**src/hdl/bezier_point_and_split_core_defines.svh**
```systemverilog
// Assertion macros for the Bezier point and split core.
`ifndef BEZIER_POINT_AND_SPLIT_CORE_DEFINES_SVH
`define BEZIER_POINT_AND_SPLIT_CORE_DEFINES_SVH

// Same-cycle implication, checked on i_clk outside reset.
`define BZS_ASSERT_NOW(lbl, ante, cons, msg) \
    lbl: assert property (@(posedge i_clk) disable iff (!i_rst_n) (ante) |-> (cons)) \
        else $error(msg);

// Next-cycle implication, checked on i_clk outside reset.
`define BZS_ASSERT_NEXT(lbl, ante, cons, msg) \
    lbl: assert property (@(posedge i_clk) disable iff (!i_rst_n) (ante) |=> (cons)) \
        else $error(msg);

`endif

```
**src/hdl/bzs_pkg.sv**
```systemverilog
// Shared types and constants for the Bezier point and split core.
`timescale 1ns / 1ps
`default_nettype none

package bzs_pkg;

    localparam int CFG_INDEX_W = 3;
    localparam int CFG_DATA_W  = 64;
    localparam int PARAM_T_W   = 18;
    localparam int OUT_COORD_W = 32;
    localparam int TRI_N       = 10;

    localparam logic [CFG_INDEX_W-1:0] REG_DEGREE = 3'd0;
    localparam logic [CFG_INDEX_W-1:0] REG_CP0    = 3'd1;
    localparam logic [CFG_INDEX_W-1:0] REG_CP1    = 3'd2;
    localparam logic [CFG_INDEX_W-1:0] REG_CP2    = 3'd3;
    localparam logic [CFG_INDEX_W-1:0] REG_CP3    = 3'd4;

    localparam logic CMD_EVAL  = 1'b0;
    localparam logic CMD_SPLIT = 1'b1;

    localparam logic [1:0] DEG_QUAD  = 2'd2;
    localparam logic [1:0] DEG_RESET = 2'd3;

    // Stage enables of one interpolation unit.
    typedef struct packed {
        logic mul;
        logic add;
    } t_lerp_en;

endpackage

`default_nettype wire

```
**src/hdl/bzs_lerp.sv**
```systemverilog
// Two-stage fixed-point linear interpolation a + floor((b - a) * t / 2^TF).
`timescale 1ns / 1ps
`default_nettype none

module bzs_lerp #(
    parameter int CW = 32,
    parameter int TF = 16
) (
    input  wire                  i_clk,
    input  bzs_pkg::t_lerp_en    i_en,
    input  wire signed [CW-1:0]  i_a,
    input  wire signed [CW-1:0]  i_b,
    input  wire        [TF:0]    i_t,
    output logic signed [CW-1:0] o_q
);

    localparam int PW = CW + TF + 2;

    logic signed [CW:0]   w_diff;
    logic signed [PW-1:0] w_prod;
    logic signed [PW-1:0] w_shift;
    logic signed [CW:0]   w_sum;
    logic signed [PW-1:0] r_prod;
    logic signed [CW-1:0] r_a;
    logic signed [CW-1:0] r_q;

    always_comb begin
        w_diff  = (CW+1)'(i_b) - (CW+1)'(i_a);
        w_prod  = w_diff * $signed({1'b0, i_t});
        // floor division: arithmetic shift
        w_shift = r_prod >>> TF;
        w_sum   = (CW+1)'(r_a) + $signed(w_shift[CW:0]);
    end

    always_ff @(posedge i_clk) begin
        if (i_en.mul) begin
            r_prod <= w_prod;
            r_a    <= i_a;
        end
        if (i_en.add) begin
            r_q <= w_sum[CW-1:0];
        end
    end

    assign o_q = r_q;

endmodule

`default_nettype wire
```
**config.mk**
```make
export PLATFORM = sky130hd
export DESIGN_NAME = bzs_lerp
export DESIGN_NICKNAME = d
export VERILOG_FILES = /design/src/hdl/bezier_point_and_split_core_defines.svh /design/src/hdl/bzs_pkg.sv /design/src/hdl/bzs_lerp.sv
export SDC_FILE = /design/constraint.sdc
export NUM_CORES = 2
export LEC_CHECK = 0
export BUFFER_PORTS_ARGS = -buffer_cell sky130_fd_sc_hd__buf_2
export CAP_MARGIN = 20
export CORE_ASPECT_RATIO = 0.8
export CORE_MARGIN = 4
export CORE_UTILIZATION = 59
export CTS_BUF_LIST = sky130_fd_sc_hd__clkbuf_8
export CTS_CLUSTER_DIAMETER = 120
export DETAILED_ROUTE_END_ITERATION = 10
export GPL_TIMING_DRIVEN = 0
export PLACE_DENSITY = 0.78
export REMOVE_ABC_BUFFERS = 1
export SETUP_SLACK_MARGIN = 0.2
export SYNTH_ARGS = -nofsm -noshare
export SYNTH_HDL_FRONTEND = slang
export SYNTH_SLANG_ARGS = --single-unit
```
**constraint.sdc**
```tcl
create_clock -name i_clk -period 8.3 [get_ports i_clk]
set_input_delay 0.415 -clock i_clk [delete_from_list [all_inputs] [get_ports i_clk]]
set_output_delay 0.415 -clock i_clk [all_outputs]
set_load 0.1 [all_outputs]
```
Word-level counts from Yosys, hierarchy flattened
Cells that the tools add are included.
{ "word_totals": {"reg_bits": 112} }
{ "op_classes": {"n_addsub": 2, "n_mul": 1} }
{ "ops": {"columns": ["operator", "n"], "rows": [
  ["33-bit by 18-bit multiplier with 48-bit output", 1],
  ["32-bit by 32-bit subtractor with 33-bit output", 1],
  ["32-bit adder", 1]
]} }

Depth between registers and ports, before layout
{ "logic_depth": {"word_depth": 2, "mapped_depth": 36} }

Least setup slack after synthesis
Ideal clock, no wire load.
{ "synth_path": {"path_type": "input -> register", "startpoint": "in i_b[0]", "endpoint": "reg r_prod[42] (data pin)", "t_required_ns": 8.042, "path_stages": 35, "arrival_time_ns": 7.959, "setup_ns": 0.258, "n_path_buf": 1, "slack_ns": 0.083, "path_cell_list": "inv_1 ha_1 fa_1 nor2b_1 o31a_1 o21ai_1 a21boi_1 o211ai_1 a21oi_1 o21ai_0 a21oi_1 xor2_1 buf_2 and2_1 fa_1 inv_1 fa_1 inv_1 fa_1 inv_1 fa_1 inv_1 fa_1 fa_1 ha_1 a21o_1 a21oi_1 nor2b_1 or3_1 or3_1 o21a_1 a21oi_1 a31oi_1 a21oi_1 xnor2_1"} }
{ "synth_between": {"elab_chain_len": 2} }
{ "synth_lines": {"columns": ["element", "line_no", "source"], "rows": [
  ["from (decl)", "bzs_lerp.sv:12", "input wire signed [CW-1:0] i_b,"],
  ["32-bit by 32-bit subtractor with 33-bit output", "bzs_lerp.sv:28", "w_diff = (CW+1)'(i_b) - (CW+1)'(i_a);"],
  ["33-bit by 18-bit multiplier with 48-bit output", "bzs_lerp.sv:29", "w_prod = w_diff * $signed({1'b0, i_t});"],
  ["named net w_prod[42]", "bzs_lerp.sv:20", "logic signed [PW-1:0] w_prod;"],
  ["to (signal assigned)", "bzs_lerp.sv:37", "r_prod <= w_prod;"],
  ["to (decl)", "bzs_lerp.sv:23", "logic signed [PW-1:0] r_prod;"]
]} }
The timed path passes the listed nets, and every way through them passes these cells.
A chain may end at the register's enable or synchronous reset.

Worst setup path in the final report
{ "layout_path": {"startpoint": "in i_a[2]", "endpoint": "reg r_prod[47] (data pin)"} }
{ "layout_between": {"elab_chain_len": 2} }
{ "layout_lines": {"columns": ["element", "line_no", "source"], "rows": [
  ["from (decl)", "bzs_lerp.sv:11", "input wire signed [CW-1:0] i_a,"],
  ["32-bit by 32-bit subtractor with 33-bit output", "bzs_lerp.sv:28", null],
  ["33-bit by 18-bit multiplier with 48-bit output", "bzs_lerp.sv:29", null],
  ["named net w_prod[47]", "bzs_lerp.sv:20", null]
]} }
The timed path passes the listed nets, and every way through them passes these cells.

==> flow_summary.yaml <==
cells_and_area:
  most-common-layout-cells: "633 x sky130_fd_sc_hd__inv_1, 501 x sky130_fd_sc_hd__fa_1, 292 x sky130_fd_sc_hd__nand2_1"
  signed_area_change_from_the_synthesized_netlist_to_the_final_layout_pct: 15.5
  total_non_filler_cell_area_in_the_finished_layout_um2: 28300
  final_net_count: 3572
  layout-drive-gt1-share: 0.170
  most_common_library_cell_in_the_layout_ignoring_fill_and_taps: "sky130_fd_sc_hd__inv_1"
sta:
  finalHoldViolations: 0
  max-slew-margin-rel: 0.284
  unrepaired_setup_endpoints_after_global_routing: "true"
  setup-tns-final_ps: -963
  layout_min_cycle_time_ps: 8500
  setup_viol_count_final: 9
  final-max-slew-violation-count: 0
  max_freq_ghz: 0.118
  worst_clock_skew_ps: 14.4
  fin_crit_sh: 1.02
  fin_worst_setup_slack_ps: -203
  timing_worst_slew_pin_value_ps: 1050
setup_path:
  path_common_cell: "sky130_fd_sc_hd__fa_1"
  worst_setup_path_start_kind: "input port"
  cp.buffers_inverters: 9
  timing.critical_path.required_ps: 8420
  critical-path-max-stage-delay_ps: 540
  critical-path-slowest-cell: "sky130_fd_sc_hd__fa_1"
  worstPathArrival_ps: 8620
  critPathMaxFanout: 8
  worst_path_dominant_cell_family: "adder cells"
  setup.worst_path.end_class: "flip-flop"
  worst_path_class_setup: "in -> reg"
die:
  die_area_um2: 44900
  start_util: 0.600
  boundary_pin_count: 116
  die_height_um: 190
  std_cell_rows: 66
  die-width_um: 236
  core_um2: 40900
clock_tree:
  cts_inserted_buffers: 9
  cts.root.buffer_cell: "sky130_fd_sc_hd__clkbuf_8"
  clock_sink_count: 96
  clkLatencyLatePin_ps: 390
  cts_htree_levels: 3
  maximum_root_to_sink_buffer_count: 2
  path_clk_slew_ps: 110
  tritoncts_clock_tree: "done"
place:
  place_hpwl_um: 48200
  detailed_place.area_um2: 25800
  gp_congestion: 0.872
  placement.io_buffers: 115
synthesis:
  synth_top_flop_cell: "sky130_fd_sc_hd__edfxtp_1"
  synth-seq-area-share: 0.118
  postSynth.asyncResetShare: 0
  combinational_family_with_the_most_area_after_synthesis: "adder cells"
  post_synth_xor_area_fraction: 0.0348
  synth_top_area_cell: "sky130_fd_sc_hd__fa_1"
  yosysWarnings: 0
  synth_top_cells_by_area: "sky130_fd_sc_hd__fa_1 42%, sky130_fd_sc_hd__edfxtp_1 12%, sky130_fd_sc_hd__inv_1 9.9%, sky130_fd_sc_hd__ha_1 8.8%, sky130_fd_sc_hd__and2_1 6.5%"
  synth_enable_flop_cells: 96
  synth_adder_area_share: 0.509
  fraction_of_the_mapped_netlist_area_in_compound_gates: 0.0690
  synthCells: 2619
  distinct_cells_synth: 69
  post-synth-top-area-fraction: 0.421
  synth_seq_cells: 96
  post_synth.cell_area_avg_um2: 9.36
  synthMuxAreaShare: 0.000408
  synth_simple_gate_area_frac: 0.156
  synthesis.area_um2: 24500
status:
  run_status: "finished with violations"
  violated_checks: "negative setup slack"
grt:
  global_route.overflow_total: 0
  grt_start_max_net_pins: 44
  grt_antenna_before_repair: 3
  global_route_wire_length_before_repair_um: 107000
  groute.usage.overall: 0.298
  grt_pass1_vias: 20500
route:
  detail_route.vias_per_cell: 5.78
  routed_wirelength_um: 70000
  first_iter_violations: 1709
  routedWlPerCell_um: 20.9
  detailroute.via_count: 19400
  route.detailed.drc: 0
  drt_pre_antenna_iters: 6
  antenna_violating_nets_post_route: 0
worst_hold_path:
  min-delay-path-class: "in -> reg"
run:
  max-cap-violations: 0
-- cells in the mapped netlist, drive strengths merged (5+ instances only) --
library cell / n
o31ai: 6
and2: 258
xor2: 30
nand2: 300
nand2b: 14
and3: 7
a21o: 40
o21a: 22
clkbuf: 83
nand4: 5
o21bai: 8
inv: 647
nor2b: 39
nand3: 14
buf: 6
xnor2: 64
o21ai: 48
and3b: 14
or3: 7
nor2: 56
edfxtp: 96
fa: 516
nor3: 13
o31a: 6
a21boi: 5
a21oi: 82
ha: 173
-- sequential cells by signal (all words and copies together) (netlist names) --
| register | flops |
|---|---|
| r_a | 32 |
| r_prod | 32 |
| o_q | 32 |
-- worst paths after layout --
| path | slack, ps | endpoint | from | cells past startpoint |
|---|---|---|---|---|
| setup / recovery | -200 | r_prod[47] | i_a[2] | 36 |
| hold / removal | 210 | r_a[29] | i_a[29] | 1 |
| setup reg to reg | 4610 | o_q[30] | r_prod[16] | 13 |
| hold reg to reg | 600 | o_q[0] | r_a[0] | 1 |
-- through the flow --
stage / worst slack (ps) / instances / util / hold WS [ps]
after floorplan: -69.9 / 2530 / - / 513
after global placement: -1980 / 3189 / 0.622 / 526
after detailed placement: -1740 / 3207 / 0.631 / 552
after CTS: -136 / 3287 / 0.664 / 200
after global routing: -387 / 3349 / 0.693 / 207
final: -203 / 3350 / 0.693 / 212
-- layout make-up --
| type | instances | area, um2 |
|---|---|---|
| inverters | 647 | 2430 |
| repair buffers | 256 | 1860 |
| fillers | 2801 | 12600 |
| multi-input cells | 1789 | 20300 |
| well taps | 544 | 681 |
| flip-flops and latches | 96 | 2880 |
| diodes | 2 | 5.00 |
| clock buffers | 9 | 124 |
| clock inverters | 7 | 71.3 |
-- metal layers --
metal / part of all wire / track usage / up-vias
met2: 0.47 / 0.479 / 1185
met4: 0.033 / 0.0923 / 2
li1: - / - / 8203
met1: 0.39 / 0.413 / 9761
met5: 0.00019 / 0 / -
met3: 0.11 / 0.0609 / 219
-- cells by family after synthesis --
logic type      count (synthesis)
buf+inv                       736
mux                             1
simple gates                  745
fa+ha+maj                     689
flops                          96
compound gates                257
xor+xnor                       95
-- repair_timing --
action                                  in CTS  in global routing
gates cloned                                 1                  2
buffers inserted                            63                 59
hold buffers                                 0                  0
pin swaps                                   76                126
endpoints found under the setup margin      25                 23
endpoints found under the hold margin        0                  0
resized for setup                          116                150
Power is not shown: default switching activity piles up to over one toggle a cycle in this logic, so the estimate is an artifact.
